<file path="src/hdl/lsd_pkg.sv">
package lsd_pkg;

   localparam int WINDOW = 8;
   localparam int CNT_W  = $clog2(WINDOW + 1);
   localparam int SWP_W  = $clog2(WINDOW);

   localparam int ALT_W  = 32;
   localparam int TIME_W = 32;

   localparam int REQ_BITS   = 97;
   localparam int REQ_DATA_W = 104;
   localparam int RSP_BITS   = 74;
   localparam int RSP_DATA_W = 80;

   localparam int CSR_IDX_W  = 2;
   localparam int CSR_DATA_W = 32;

   localparam logic [CSR_IDX_W-1:0] REG_DEPLOY_TIME = 2'd0;
   localparam logic [CSR_IDX_W-1:0] REG_PYRO_FIRE   = 2'd1;
   localparam logic [CSR_IDX_W-1:0] REG_MAX_GAP     = 2'd2;
   localparam logic [CSR_IDX_W-1:0] REG_STABLE_RNG  = 2'd3;

   localparam logic [15:0] PYRO_FIRE_RESET  = 16'd1000;
   localparam logic [15:0] MAX_GAP_RESET    = 16'd1000;
   localparam logic [30:0] STABLE_RNG_RESET = 31'd512;

   localparam logic MODE_ENTER = 1'b0;
   localparam logic MODE_STEP  = 1'b1;

   localparam logic [1:0] ACT_NONE    = 2'd0;
   localparam logic [1:0] ACT_ENABLE  = 2'd1;
   localparam logic [1:0] ACT_DISABLE = 2'd2;

   // First field sits in the highest bits, so members are listed from the top down.
   typedef struct packed {
      logic signed [ALT_W-1:0] sample_altitude;
      logic [TIME_W-1:0]       baro_time_ms;
      logic                    sample_ok;
      logic [TIME_W-1:0]       now_ms;
   } req_type;

   typedef struct packed {
      logic                    go_ground;
      logic signed [ALT_W-1:0] decision_altitude;
      logic [TIME_W-1:0]       decision_time_ms;
      logic [3:0]              window_count;
      logic                    decision_accept;
      logic                    decision_valid;
      logic                    main_complete;
      logic [1:0]              main_action;
   } rsp_type;

   typedef struct packed {
      logic en;
      logic first;
   } sweep_ctl_type;

endpackage

</file>
<file path="src/hdl/landing_stability_detector.sv">
// After a transaction is accepted, its result goes to the output register; when the sample
// fills the window, the altitudes first rotate once through the cell chain past a single
// min/max unit, one cell per cycle, and the range is then checked.
// No new transaction is taken until the previous result has been loaded for output.
// Reset is synchronous and clears control state and loads register defaults; the window
// cells are not cleared.
module landing_stability_detector
   import lsd_pkg::*;
(
   input  logic                  clock,
   input  logic                  reset,
   input  logic                  req_tvalid,
   output logic                  req_tready,
   // now_ms, sample_ok, baro_time_ms, sample_altitude
   input  logic [REQ_DATA_W-1:0] req_tdata,
   // mode
   input  logic                  req_tuser,
   output logic                  rsp_tvalid,
   input  logic                  rsp_tready,
   // main_action, main_complete, decision_valid, decision_accept, window_count,
   // decision_time_ms, decision_altitude, go_ground
   output logic [RSP_DATA_W-1:0] rsp_tdata,
   input  logic                  csr_we,
   input  logic [CSR_IDX_W-1:0]  csr_index,
   input  logic [CSR_DATA_W-1:0] csr_wdata
);

   localparam logic [1:0] S_IDLE   = 2'd0;
   localparam logic [1:0] S_SWEEP  = 2'd1;
   localparam logic [1:0] S_RANGE  = 2'd2;
   localparam logic [1:0] S_FINISH = 2'd3;

   logic [1:0]        state_ff, state_in;
   logic [TIME_W-1:0] deploy_ff;
   logic [15:0]       pyro_ff;
   logic [15:0]       gap_ff;
   logic [30:0]       range_ff;
   logic              main_off_ff;
   logic [CNT_W-1:0]  fill_ff, fill_in;
   logic [TIME_W-1:0] last_ff;
   logic [SWP_W-1:0]  swp_cnt_ff;
   logic              rsp_valid_ff;
   rsp_type           pend_ff, pend_in;
   rsp_type           out_ff;

   req_type           req;
   logic              req_fire;
   logic [TIME_W-1:0] elapsed;
   logic [TIME_W-1:0] gap;
   logic              fire_off;
   logic              take;
   logic              gap_clear;
   logic [CNT_W-1:0]  base_fill;
   logic              sweep_last;
   logic              out_load;
   logic [ALT_W:0]    spread;
   logic              stable;
   sweep_ctl_type     sweep_ctl;
   logic              shift_en;

   logic signed [ALT_W-1:0] tap [WINDOW];
   logic signed [ALT_W-1:0] head_in;
   logic signed [ALT_W-1:0] lo;
   logic signed [ALT_W-1:0] hi;

   assign req        = req_type'(req_tdata[REQ_BITS-1:0]);
   assign req_tready = (state_ff == S_IDLE);
   assign req_fire   = req_tvalid && req_tready;

   always_comb begin
      elapsed   = req.now_ms - deploy_ff;
      gap       = req.baro_time_ms - last_ff;
      fire_off  = (req_tuser == MODE_STEP) && !main_off_ff && (elapsed >= {16'd0, pyro_ff});
      take      = (req_tuser == MODE_STEP) && (main_off_ff || fire_off) && req.sample_ok
                  && (req.baro_time_ms != '0) && (req.baro_time_ms != last_ff);
      gap_clear = (last_ff != '0) && (gap > {16'd0, gap_ff});
      base_fill = gap_clear ? '0 : fill_ff;
      fill_in   = (base_fill < CNT_W'(WINDOW)) ? base_fill + CNT_W'(1) : base_fill;
   end

   assign sweep_last = (swp_cnt_ff == SWP_W'(WINDOW - 1));
   assign out_load   = (state_ff == S_FINISH) && (!rsp_valid_ff || rsp_tready);

   always_comb begin
      state_in = state_ff;
      unique case (state_ff)
         S_IDLE: begin
            if (req_fire) begin
               state_in = (take && fill_in == CNT_W'(WINDOW)) ? S_SWEEP : S_FINISH;
            end
         end
         S_SWEEP: begin
            if (sweep_last) begin
               state_in = S_RANGE;
            end
         end
         S_RANGE: begin
            state_in = S_FINISH;
         end
         S_FINISH: begin
            if (out_load) begin
               state_in = S_IDLE;
            end
         end
      endcase
   end

   always_ff @(posedge clock) begin
      if (reset) begin
         state_ff     <= S_IDLE;
         deploy_ff    <= '0;
         pyro_ff      <= PYRO_FIRE_RESET;
         gap_ff       <= MAX_GAP_RESET;
         range_ff     <= STABLE_RNG_RESET;
         main_off_ff  <= 1'b0;
         fill_ff      <= '0;
         last_ff      <= '0;
         swp_cnt_ff   <= '0;
         rsp_valid_ff <= 1'b0;
      end else begin
         state_ff <= state_in;
         if (csr_we) begin
            unique case (csr_index)
               REG_DEPLOY_TIME: deploy_ff <= csr_wdata;
               REG_PYRO_FIRE:   pyro_ff   <= csr_wdata[15:0];
               REG_MAX_GAP:     gap_ff    <= csr_wdata[15:0];
               REG_STABLE_RNG:  range_ff  <= csr_wdata[30:0];
            endcase
         end
         if (req_fire) begin
            if (req_tuser == MODE_ENTER) begin
               main_off_ff <= 1'b0;
               fill_ff     <= '0;
               last_ff     <= '0;
            end else begin
               if (fire_off) begin
                  main_off_ff <= 1'b1;
               end
               if (take) begin
                  fill_ff <= fill_in;
                  last_ff <= req.baro_time_ms;
               end
            end
         end
         if (req_fire) begin
            swp_cnt_ff <= '0;
         end else if (state_ff == S_SWEEP) begin
            swp_cnt_ff <= swp_cnt_ff + SWP_W'(1);
         end
         if (out_load) begin
            rsp_valid_ff <= 1'b1;
         end else if (rsp_tready) begin
            rsp_valid_ff <= 1'b0;
         end
      end
   end

   always_comb begin
      pend_in = pend_ff;
      if (req_fire) begin
         pend_in = '0;
         if (req_tuser == MODE_ENTER) begin
            pend_in.main_action = ACT_ENABLE;
         end else begin
            pend_in.main_action   = fire_off ? ACT_DISABLE : ACT_NONE;
            pend_in.main_complete = fire_off;
            pend_in.window_count  = 4'(take ? fill_in : fill_ff);
            if (take) begin
               pend_in.decision_valid    = 1'b1;
               pend_in.decision_time_ms  = req.baro_time_ms;
               pend_in.decision_altitude = req.sample_altitude;
            end
         end
      end else if (state_ff == S_RANGE) begin
         pend_in.decision_accept = stable;
         pend_in.go_ground       = stable;
      end
   end

   always_ff @(posedge clock) begin
      pend_ff <= pend_in;
      if (out_load) begin
         out_ff <= pend_ff;
      end
   end

   assign rsp_tvalid = rsp_valid_ff;
   assign rsp_tdata  = {(RSP_DATA_W - RSP_BITS)'(0), out_ff};

   assign shift_en  = (req_fire && take) || (state_ff == S_SWEEP);
   assign head_in   = (state_ff == S_SWEEP) ? tap[WINDOW-1] : req.sample_altitude;
   assign sweep_ctl = '{en: (state_ff == S_SWEEP), first: (swp_cnt_ff == '0)};

   for (genvar i = 0; i < WINDOW; i++) begin : g_cell
      if (i == 0) begin : g_head
         lsd_cell u_cell (
            .clock    (clock),
            .shift_en (shift_en),
            .d_in     (head_in),
            .q        (tap[i])
         );
      end else begin : g_body
         lsd_cell u_cell (
            .clock    (clock),
            .shift_en (shift_en),
            .d_in     (tap[i-1]),
            .q        (tap[i])
         );
      end
   end

   lsd_minmax u_minmax (
      .clock (clock),
      .ctl   (sweep_ctl),
      .value (tap[WINDOW-1]),
      .lo    (lo),
      .hi    (hi)
   );

   assign spread = {hi[ALT_W-1], hi} - {lo[ALT_W-1], lo};
   assign stable = (spread <= {2'b00, range_ff});

endmodule

</file>
<file path="src/hdl/lsd_cell.sv">
module lsd_cell
   import lsd_pkg::*;
(
   input  logic                    clock,
   input  logic                    shift_en,
   input  logic signed [ALT_W-1:0] d_in,
   output logic signed [ALT_W-1:0] q
);

   logic signed [ALT_W-1:0] alt_ff;

   always_ff @(posedge clock) begin
      if (shift_en) begin
         alt_ff <= d_in;
      end
   end

   assign q = alt_ff;

endmodule

</file>
<file path="src/hdl/lsd_minmax.sv">
module lsd_minmax
   import lsd_pkg::*;
(
   input  logic                    clock,
   input  sweep_ctl_type           ctl,
   input  logic signed [ALT_W-1:0] value,
   output logic signed [ALT_W-1:0] lo,
   output logic signed [ALT_W-1:0] hi
);

   logic signed [ALT_W-1:0] lo_ff;
   logic signed [ALT_W-1:0] hi_ff;

   always_ff @(posedge clock) begin
      if (ctl.en) begin
         if (ctl.first || value < lo_ff) begin
            lo_ff <= value;
         end
         if (ctl.first || value > hi_ff) begin
            hi_ff <= value;
         end
      end
   end

   assign lo = lo_ff;
   assign hi = hi_ff;

endmodule

</file>
<file path="config.mk">
export PLATFORM = sky130hd
export DESIGN_NAME = landing_stability_detector
export DESIGN_NICKNAME = d
export VERILOG_FILES = /design/src/hdl/lsd_pkg.sv /design/src/hdl/landing_stability_detector.sv /design/src/hdl/lsd_cell.sv /design/src/hdl/lsd_minmax.sv
export SDC_FILE = /design/constraint.sdc
export NUM_CORES = 1
export LEC_CHECK = 0
export BUFFER_PORTS_ARGS = -buffer_cell sky130_fd_sc_hd__clkbuf_2
export CELL_PAD_IN_SITES_DETAIL_PLACEMENT = 0
export CELL_PAD_IN_SITES_GLOBAL_PLACEMENT = 2
export CORE_ASPECT_RATIO = 0.7
export CORE_MARGIN = 5
export CORE_UTILIZATION = 25
export DETAILED_ROUTE_END_ITERATION = 6
export GPL_TIMING_DRIVEN = 0
export MAX_ROUTING_LAYER = met4
export PLACE_DENSITY_LB_ADDON = 0.1
export SLEW_MARGIN = 0
export SYNTH_ARGS = -nofsm -noshare
export SYNTH_HDL_FRONTEND = slang
export SYNTH_SLANG_ARGS = --single-unit
export TNS_END_PERCENT = 30
</file>
<file path="constraint.sdc">
create_clock -name clock -period 24.1 [get_ports clock]
set_input_delay 2.41 -clock clock [delete_from_list [all_inputs] [get_ports clock]]
set_output_delay 2.41 -clock clock [all_outputs]
set_load 0.02 [all_outputs]
</file>
==> results_dict.tcl, run 1 <==
set metrics [dict create \
    max_stage_delay_ps 800 \
    synth_ff_type "edfxtp_1" \
    post_synth_num_cell_types 83 \
    grt_start_max_net_pins 73 \
    cp_max_fo 72 \
    io_buffers 209 \
    slew_headroom 0.2542 \
    ir_drop_mv 0.04933 \
    fin_ws_ps 14280 \
    period_share 0.4075 \
    clk_latency_ps 650 \
    final_common_cell "edfxtp_1" \
    power_mw 4.019 \
    drive_above_1_share 0.1479 \
    die_h_um 293.7 \
    regArea_um2 16690 \
    leakage_nw 12.97 \
    grt_pass1_wl_mm 126.7 \
    synth_top_area_frac 0.4837 \
    critPathArrivalTime_ps 10170 \
    vias 19430 \
    setup_violations 0 \
    hold_buffers 0 \
    design_area_um2 34310 \
    yosys.area_share.simple 0.1125 \
    dpl_cell_area_um2 32010 \
    synthToLayoutAreaGrowth_pct 19.35 \
    tightest_slew_ps 1119 \
    p_switching_mw 1.378 \
    die-area_um2 122000 \
    synth-edff-count 463 \
    yosysTopAreaCell "edfxtp_1" \
    hold_path.class "reg -> reg" \
    fin_crit_ps 9821 \
    path_clk_slew_ps 60 \
    grt_usage 0.1407 \
    synthTopCellsByArea "edfxtp_1 (48%), ha_1 (9.9%), dfxtp_1 (9.7%)" \
    clk_path_buf_depth 3 \
    slowest_stage "a2111oi_4" \
    wl_mm 84.69 \
    clockPowerShare 0.268 \
    drc 0 \
    core_um2 114500 \
    rsz0062_at_grt "false" \
    ant_nets 0 \
    avgSynthCellArea_um2 11.76 \
    timing.rr.end "g_cell[6].g_body.u_cell.q[17]" \
    fp.dieW_um 415.3 \
    cts_tree "done" \
    rows 104 \
    cp_top_family "compound AO/OA/AOI/OAI gates" \
    stdcell_count 4331 \
    clock_sinks 602 \
    vias_per_cell 4.486 \
    worstRegToRegCells 24 \
    h-tree-depth 3 \
    p_int_mw 2.640 \
    placedCellCount 4204 \
    synth_top_family_by_area "compound AO/OA/AOI/OAI gates" \
    cp.depth 26 \
    clock_skew_ps 24.25 \
    synth-seq-cells 602 \
    final_cell_mix "edfxtp_1 (463), nand2_1 (251), ha_1 (227), inv_1 (222), clkbuf_2 (210)" \
    ioPinCount 226 \
    avgRoutedWirePerCell_um 19.55 \
    r2r_start "deploy_ff[0]" \
    powerDensity_nw_per_um2 117.1 \
    yosysWarnings 0 \
    synth_xor_area_frac 0.01859 \
    dp_hpwl_mm 64.77 \
    crit_start "req_tdata[0]" \
    postSynthCellCount 2444 \
    crit_path_start_kind "primary input" \
    tns_ps 0 \
    hold_viol 0 \
    endpoint_kind "flip-flop" \
    yosys.area_share.adder 0.1009 \
    cts_setup_buffers 0 \
    cp.required_ps 24450 \
    grt_pass1_vias 19670 \
    syn_area_um2 28750 \
    gp_congestion 0.7844 \
    muxShareOfSynthArea 0.01715 \
    nNetsFinal 3111 \
    status "completed" \
    swShare 0.3430 \
    multi_input_area_um2 10950 \
    antenna_found_initial 6 \
    drt-initial-drc-count 1331 \
    grt_overflow 0 \
    drt_pass1_iterations 5 \
    start_util 0.2510 \
    ys_seq_area_frac 0.5805 \
    cts-root-buf "clkbuf_16" \
    ys_async_sr_fraction 0 \
    cts_resized 0 \
    max_cap_viol_count 0 \
    fmax_mhz 101.8 \
    cp-endpoint "g_cell[6].g_body.u_cell.q[17]" \
    slew_violations 0 \
    numCtsBuffers 68 \
    n_fill_cell 11800 \
    cp_num_buf_inv 7 \
    dp_slack_ps 13580 \
    seqPwrFrac 0.403 \
    criticalPathCategory "in -> reg" \
    pwr-share-comb 0.329 \
    rrSetupSlack_ps 15850 \
    hold_depth 0 \
    synth_compound_area_frac 0.1292 \
]
-- worst min path at each step --
stage                             startpoint                             to  slack, ps
2_1_floorplan   g_cell[0].g_head.u_cell.q[0]   g_cell[1].g_body.u_cell.q[0]        400
3_3_place_gp    g_cell[1].g_body.u_cell.q[4]   g_cell[2].g_body.u_cell.q[4]        400
3_5_place_dp   g_cell[0].g_head.u_cell.q[28]  g_cell[1].g_body.u_cell.q[28]        400
4_1_cts        g_cell[3].g_body.u_cell.q[21]  g_cell[4].g_body.u_cell.q[21]        400
5_1_grt         g_cell[5].g_body.u_cell.q[7]   g_cell[6].g_body.u_cell.q[7]        410
6_report       g_cell[3].g_body.u_cell.q[16]  g_cell[4].g_body.u_cell.q[16]        400
-- worst reg2reg max path: stages, from the launching register on --
cell       delay, ps
dfxtp_1          330
ha_1             170
inv_1             60
fa_1             400
a21oi_1          330
o21ai_1          280
a31oi_1          690
nand2_1          150
xor2_1           240
ha_1             290
a21o_1           180
a21oi_1          220
o221ai_1         220
nor3_1           250
o2111ai_1        140
a2111oi_0        390
nand4_1          300
a2111oi_4        810
a21oi_1          250
buf_2            360
nand2_1          230
nand2_4          530
buf_16           510
buf_16           310
buf_16           270
-- state kept, by name, summed over array words and instances (netlist names) --
name and count:
deploy_ff 32, fill_ff 4, g_cell.g_body.u_cell.q 224, g_cell.g_head.u_cell.q 32, gap_ff 16, last_ff 32
main_off_ff 1, pend_ff 72, pyro_ff 16, range_ff 31, rsp_tdata 72, rsp_tvalid 1
state_ff 2, swp_cnt_ff 3, u_minmax.hi 32, u_minmax.lo 32
-- power by group through the flow --
stage | Combinational, mW | Sequential (mW) | Clock (mW)
after floorplan | 0.871 | 1.67 | 0
after global placement | 1.28 | 1.74 | 0
after detailed placement | 1.34 | 1.64 | 0
after CTS | 1.35 | 1.62 | 1.13
after global routing | 1.50 | 1.65 | 1.17
final | 1.32 | 1.62 | 1.08
-- metal layers --
metal / global-route usage / share of wire / vias up / wire, µm
li1: - / - / 9521 / -
met1: 0.2070 / 0.53 / 9480 / 44970
met2: 0.2003 / 0.41 / 324 / 35000
met3: 0.02707 / 0.038 / 102 / 3183
met4: 0.02968 / 0.018 / 0 / 1532
met5: - / 0 / - / 0
-- through the flow --
step | utilization | hold WS [ps]
floorplan | - | 400.3
global placement | 0.2771 | 400.3
detailed placement | 0.2796 | 404.5
CTS | 0.2996 | 396.8
global route | 0.2996 | 410.4
finish | 0.2996 | 402.6
-- cell usage after synthesis, drive strengths merged (17+ instances only) --
cell / count
edfxtp: 463
nand2: 252
ha: 227
inv: 223
a21oi: 197
dfxtp: 139
nor2: 88
and2: 76
a21o: 75
o21ai: 70
clkbuf: 52
nand4: 49
xnor2: 45
mux2: 34
a22o: 33
nor3: 30
nand2b: 29
nor2b: 25
o21a: 25
nand3: 23
buf: 22
nor4: 21
a211oi: 20
a31oi: 18
o211ai: 17
-- kinds of logic (layout without fill, tap and decap cells) --
family          Yosys count  after routing
buf+inv                 297            640
xor+xnor                 61             61
flops                   602            602
other cells               1              8
compound gates          555            555
fa+ha+maj               230            230
simple gates            653            653
mux                      45             45
-- area by class of cell --
class,count,share of cell area
plain buffers,74,0.01003
flip-flops and latches,602,0.4864
clock buffers,90,0.05438
well taps,1537,0.05606
clock inverters,35,0.01236
diodes,2,0.0001459
repair buffers,218,0.03705
multi-input cells,1550,0.3191
inverters,223,0.02447
No activity file was read; power rests on OpenSTA's default activity.
==> run 2: changes to the inputs <==
--- a/config.mk
+++ b/config.mk
@@ -5,6 +5,7 @@
 export SDC_FILE = /design/constraint.sdc
 export NUM_CORES = 1
 export LEC_CHECK = 0
+export ABC_AREA = 1
 export BUFFER_PORTS_ARGS = -buffer_cell sky130_fd_sc_hd__clkbuf_2
 export CELL_PAD_IN_SITES_DETAIL_PLACEMENT = 0
 export CELL_PAD_IN_SITES_GLOBAL_PLACEMENT = 2
==> constraint.sdc (replaced) <==
create_clock -name clock -period 9.2 [get_ports clock]
set_input_delay 0.92 -clock clock [delete_from_list [all_inputs] [get_ports clock]]
set_output_delay 0.92 -clock clock [all_outputs]
set_load 0.02 [all_outputs]
==> run 2 against run 1 <==
Total power up 150%. Design area rose by 1.7%. Via count rose by 7.3%. First-iteration DRC count shrank 11%. Highest routed layer unchanged.
==> results_dict.tcl, run 2 <==
set metrics [dict create \
    clk_path_buf_depth 3 \
    avgRoutedWirePerCell_um 18.42 \
    nNetsFinal 3614 \
    clk_latency_ps 660 \
    numCtsBuffers 69 \
    grt_pass1_vias 21160 \
    slew_violations 0 \
    fin_crit_ps 5769 \
    crit_path_start_kind "primary input" \
    io_buffers 211 \
    rows 104 \
    max_stage_delay_ps 500 \
    ir_drop_mv 0.1797 \
    antenna_found_initial 2 \
    synth_ff_type "edfxtp_1" \
    max_cap_viol_count 0 \
    clockPowerShare 0.291 \
    die_h_um 296.0 \
    postSynthCellCount 2945 \
    powerDensity_nw_per_um2 286.9 \
    slowest_stage "fa_1" \
    yosysTopAreaCell "edfxtp_1" \
    synth.top_cells.by_count "nand2_1 (588), inv_1 (495), edfxtp_1 (463)" \
    cts-root-buf "clkbuf_16" \
    post_synth_num_cell_types 53 \
    grt_start_max_net_pins 128 \
    cts_tree "done" \
    cts_setup_buffers 0 \
    setup_violations 0 \
    cp_top_family "simple AND/OR/NAND/NOR gates" \
    hold_viol 0 \
    period_share 0.6271 \
    grt_pass1_wl_mm 133.7 \
    endpoint_kind "flip-flop" \
    fin_ws_ps 3431 \
    cp_num_buf_inv 7 \
    hold_path.class "reg -> reg" \
    r2r_start "deploy_ff[0]" \
    fmax_mhz 173.3 \
    fp.dieW_um 418.6 \
    slew_headroom 0.3423 \
    rsz0062_at_grt "false" \
    cts_resized 0 \
    leakage_nw 14.72 \
    pwr-share-comb 0.295 \
    avgSynthCellArea_um2 9.922 \
    clock_skew_ps 30.72 \
    gp_congestion 0.8242 \
    ys_async_sr_fraction 0 \
    clock_sinks 602 \
    crit_start "req_tdata[0]" \
    hold_start "g_cell[1].g_body.u_cell.q[11]" \
    p_switching_mw 3.461 \
    core_um2 115600 \
    synthTopCellsByArea "edfxtp_1 (48%), ha_1 (9.7%), dfxtp_1 (9.5%)" \
    drt-initial-drc-count 1180 \
    vias 20840 \
    status "completed" \
    vias_per_cell 4.310 \
    path_clk_slew_ps 60 \
    tightest_slew_ps 977.5 \
    start_util 0.2529 \
    final_cell_mix "nand2_1 (587), inv_1 (495), edfxtp_1 (463), a21oi_1 (235), ha_1 (227)" \
    crit_top_cell "nand2_1" \
    synthToLayoutAreaGrowth_pct 19.38 \
    wl_mm 89.10 \
    syn_area_um2 29220 \
    drc 0 \
    cp_max_fo 127 \
    ioPinCount 226 \
    final_common_cell "nand2_1" \
    whs_ps 408.4 \
    p_int_mw 6.546 \
    dp_hpwl_mm 70.95 \
    ant_nets 0 \
    ys_seq_area_frac 0.5711 \
    h-tree-depth 3 \
    yosysMostFrequentCell "nand2_1" \
    drive_above_1_share 0.1186 \
    die-area_um2 123900 \
    seqPwrFrac 0.415 \
    swShare 0.3459 \
    dp_slack_ps 2825 \
    hold_buffers 0 \
    cp.required_ps 9480 \
    yosysWarnings 0 \
    largest_register_ffs 224 \
    grt_overflow 0 \
    criticalPathCategory "in -> reg" \
    synth_top_area_frac 0.4758 \
    grt_usage 0.1476 \
    synth-seq-cells 602 \
    drt_pass1_iterations 5 \
    synth-edff-count 463 \
    critPathArrivalTime_ps 6050 \
]
[run 2: changes by cell type in the layout (fill, tap and decap cells not counted), sizes merged, moves of 33 or more]
cell	previous run	this run
nand2	252	599
inv	230	502
o21ai	70	198
nor2	88	186
nand3	23	97
and2	76	4
a21o	75	6
a21oi	197	242
mux2	34	0
a22o	33	0
xor2	16	49
[run 2: cell type report]
type / count / area, µm²
fill: 12070 / 80670
tap: 1537 / 1923
timing repair buffer: 219 / 1239
clock inverter: 41 / 546.8
buffer: 55 / 274.0
antenna: 3 / 7.507
sequential: 602 / 16690
clock buffer: 86 / 1872
multi-input combinational: 1792 / 10440
inverter: 501 / 1891
[run 2: cells by family after synthesis]
logic type                 Yosys count  synth area share
buffers and inverters              556           0.07391
and+or+nand+nor                    979            0.1399
AOI/OAI and AO/OA                  513           0.09656
DFF                                602            0.5711
xor gates and xnor gates            64           0.01918
adders and majority gates          230           0.09926
other                                1         0.0001283
[run 2: worst paths after layout]
kind                            cells after the start                       endpoint  slack, ps
worst max-delay path                               30  g_cell[5].g_body.u_cell.q[26]       3430
worst min-delay path                                0  g_cell[2].g_body.u_cell.q[11]        410
worst max register to register                     28  g_cell[5].g_body.u_cell.q[26]       3500
worst min register to register                      0  g_cell[2].g_body.u_cell.q[11]        410
[run 2: routing by layer]
layer	wire, µm	track usage	vias up
met5	0	-	-
met4	1569	0.02915	0
met3	3367	0.02619	93
met2	36640	0.2130	315
met1	47520	0.2171	9930
li1	-	-	10510
[run 2: power groups by stage]
stage | Sequential (mW) | Clock, mW | Combinational, mW
after CTS | 4.17 | 3.03 | 3.02
after detailed placement | 4.22 | 0 | 3.01
final | 4.15 | 2.91 | 2.95
after global placement | 4.35 | 0 | 2.86
after global routing | 4.22 | 3.14 | 3.39
after floorplan | 4.23 | 0 | 1.92
[run 2: worst reg2reg max path: cells and delay by family (launching register included)]
| kind | cells | cell delay (ps) |
|---|---|---|
| fa+ha+maj | 3 | 1050 |
| simple gates | 18 | 1890 |
| xor+xnor | 1 | 210 |
| flops | 1 | 340 |
| buf+inv | 5 | 1330 |
| compound gates | 1 | 340 |
[run 2: stage by stage]
step	util	area [µm²]	TNS [ps]	power (mW)	cells
final	0.3019	34880	0	10.01	4836
after global placement	0.2788	32220	-213470	7.205	4698
after floorplan	-	29240	0	6.151	2950
after CTS	0.3018	34870	0	10.22	4833
after global routing	0.3018	34870	0	10.75	4833
after detailed placement	0.2809	32450	0	7.221	4706
==> run 3: changes to the inputs <==
==> constraint.sdc (replaced) <==
create_clock -name clock -period 5.65 [get_ports clock]
set_input_delay 0.565 -clock clock [delete_from_list [all_inputs] [get_ports clock]]
set_output_delay 0.565 -clock clock [all_outputs]
set_load 0.02 [all_outputs]
==> run 3 against run 2 <==
Die area stayed put. Combinational power is 64% higher. Sequential cell count stayed put. First-iteration DRC count is 2.7% lower. Final cell count hardly changed. Clock skew is 4.1 ps higher. Via count is 0.63% higher.
==> results_dict.tcl, run 3 (synthesis results as in run 2) <==
set metrics [dict create \
    status "completed" \
    fin_crit_ps 5165 \
    start_util 0.2529 \
    cp.required_ps 5950 \
    fp.dieW_um 418.6 \
    drive_above_1_share 0.1170 \
    drt_pass1_iterations 5 \
    drt-initial-drc-count 1148 \
    clk_path_buf_depth 3 \
    leakage_nw 14.69 \
    max_cap_viol_count 0 \
    worstRegToRegCells 27 \
    wl_mm 89.34 \
    whs_ps 147.3 \
    nNetsFinal 3618 \
    avgRoutedWirePerCell_um 18.46 \
    rrSetupSlack_ps 490 \
    slew_violations 0 \
    endpoint_kind "flip-flop" \
    fmax_mhz 193.6 \
    grt_pass1_vias 20930 \
    clock_skew_ps 34.85 \
    ant_nets 0 \
    grt_pass1_wl_mm 132.9 \
    period_share 0.9141 \
    die_h_um 296.0 \
    critPathArrivalTime_ps 5460 \
    cp-endpoint "g_cell[4].g_body.u_cell.q[26]" \
    h-tree-depth 3 \
    setup_violations 0 \
    antenna_found_initial 3 \
    ioPinCount 226 \
    grt_usage 0.1474 \
    rows 104 \
    grt_start_max_net_pins 98 \
    die-area_um2 123900 \
    regArea_um2 16690 \
    hold_viol 0 \
    core_um2 115600 \
    r2r_start "deploy_ff[0]" \
    design_area_um2 34830 \
    crit_path_start_kind "flip-flop" \
    drc 0 \
    cts-root-buf "clkbuf_16" \
    crit_start "deploy_ff[0]" \
    hold_path.class "in -> reg" \
    rsz0062_at_grt "false" \
    n_fill_cell 12110 \
    largest_register_ffs 224 \
    io_buffers 211 \
    numCtsBuffers 70 \
    hold_buffers 0 \
    clk_latency_ps 660 \
    vias 20980 \
    slew_headroom 0.3323 \
    clock_sinks 602 \
    ir_drop_mv 0.2861 \
    timing.rr.end "g_cell[4].g_body.u_cell.q[26]" \
    tightest_slew_ps 992.4 \
    grt_overflow 0 \
    synthToLayoutAreaGrowth_pct 19.20 \
    dpl_cell_area_um2 32500 \
    gp_congestion 0.8007 \
    cp_max_fo 97 \
    cts_tree "done" \
    dp_hpwl_mm 70.88 \
    hold_start "csr_wdata[31]" \
    powerDensity_nw_per_um2 462.2 \
    multi_input_area_um2 10460 \
    vias_per_cell 4.335 \
    final_cell_mix "nand2_1 (586), inv_1 (495), edfxtp_1 (463), a21oi_1 (234), ha_1 (227)" \
    criticalPathCategory "reg -> reg" \
    path_clk_slew_ps 60 \
    final_common_cell "nand2_1" \
    cts_setup_buffers 0 \
]
## run 3: cell count changes in the layout (fill, tap and decap cells not counted), moves of 2 or more
cell	previous run	this run
clkinv_4	3	5
bufinv_16	8	4
buf_12	5	3
clkbuf_1	46	53
clkinvlp_4	7	4
clkinv_1	6	10
clkbuf_8	6	4
clkinv_2	11	9
buf_16	3	6
## run 3: routing by layer
layer	track usage	vias to the layer above	share of wire
met3	0.02405	98	0.041
met4	0.03782	0	0.022
li1	-	10530	-
met1	0.2173	9993	0.53
met2	0.2097	352	0.41
met5	-	-	0
## run 3: worst max-delay path, cell delays in order (launching register included)
cell and delay, ps:
dfxtp_1 330, ha_1 180, inv_1 90, fa_1 490, nand3_1 120, nand3_2 120
a21oi_2 270, o21ai_1 160, xor2_1 290, ha_1 290, nand2_1 80, nor2_1 50
a211oi_1 180, nand2_1 80, nand2_1 60, nand2_1 60, nor2_1 130, nand4_1 80
nor2_1 170, nand2_2 170, nand2_2 110, nand2_2 60, nand2_4 90, inv_6 100
nand2_8 130, nand2_8 210, buf_16 280, buf_16 260
## run 3: where the power goes
part,switching [mW],internal [mW]
Clock,1.94,2.56
Combinational,3.26,1.59
Sequential,0.416,6.33
Total,5.62,10.5
## run 3: per-stage QoR
| step | setup slack [ps] | power (mW) | setup TNS, ps | std cells | util |
|---|---|---|---|---|---|
| floorplan | 318.8 | 9.954 | 0 | 2950 | - |
| global placement | -2720 | 11.64 | -760680 | 4698 | 0.2789 |
| detailed placement | -476.7 | 11.76 | -47400 | 4707 | 0.2812 |
| CTS | 75.04 | 16.44 | 0 | 4836 | 0.3011 |
| global route | 8.616 | 17.31 | 0 | 4838 | 0.3014 |
| finish | 485.5 | 16.10 | 0 | 4839 | 0.3014 |
## run 3: cell type report
type                       instances  area share
sequential                       602      0.4791
timing repair buffer             221     0.03750
multi-input combinational       1793      0.3003
clock inverter                    37     0.01189
clock buffer                      91     0.05371
tap                             1537     0.05521
buffer                            55    0.007867
antenna                            2   0.0001437
inverter                         501     0.05428
## run 3: worst min path at each step
stage	end	cells past startpoint
finish	deploy_ff[31]	3
global route	deploy_ff[31]	3
CTS	deploy_ff[31]	3
detailed placement	g_cell[1].g_body.u_cell.q[11]	0
global placement	g_cell[3].g_body.u_cell.q[1]	0
floorplan	g_cell[1].g_body.u_cell.q[0]	0
## run 3: what timing repair did
action | CTS | global route
pin swaps | 0 | 0
resized for setup | 0 | 2
cloned | 1 | 1
endpoints found under the setup margin | 97 | 97
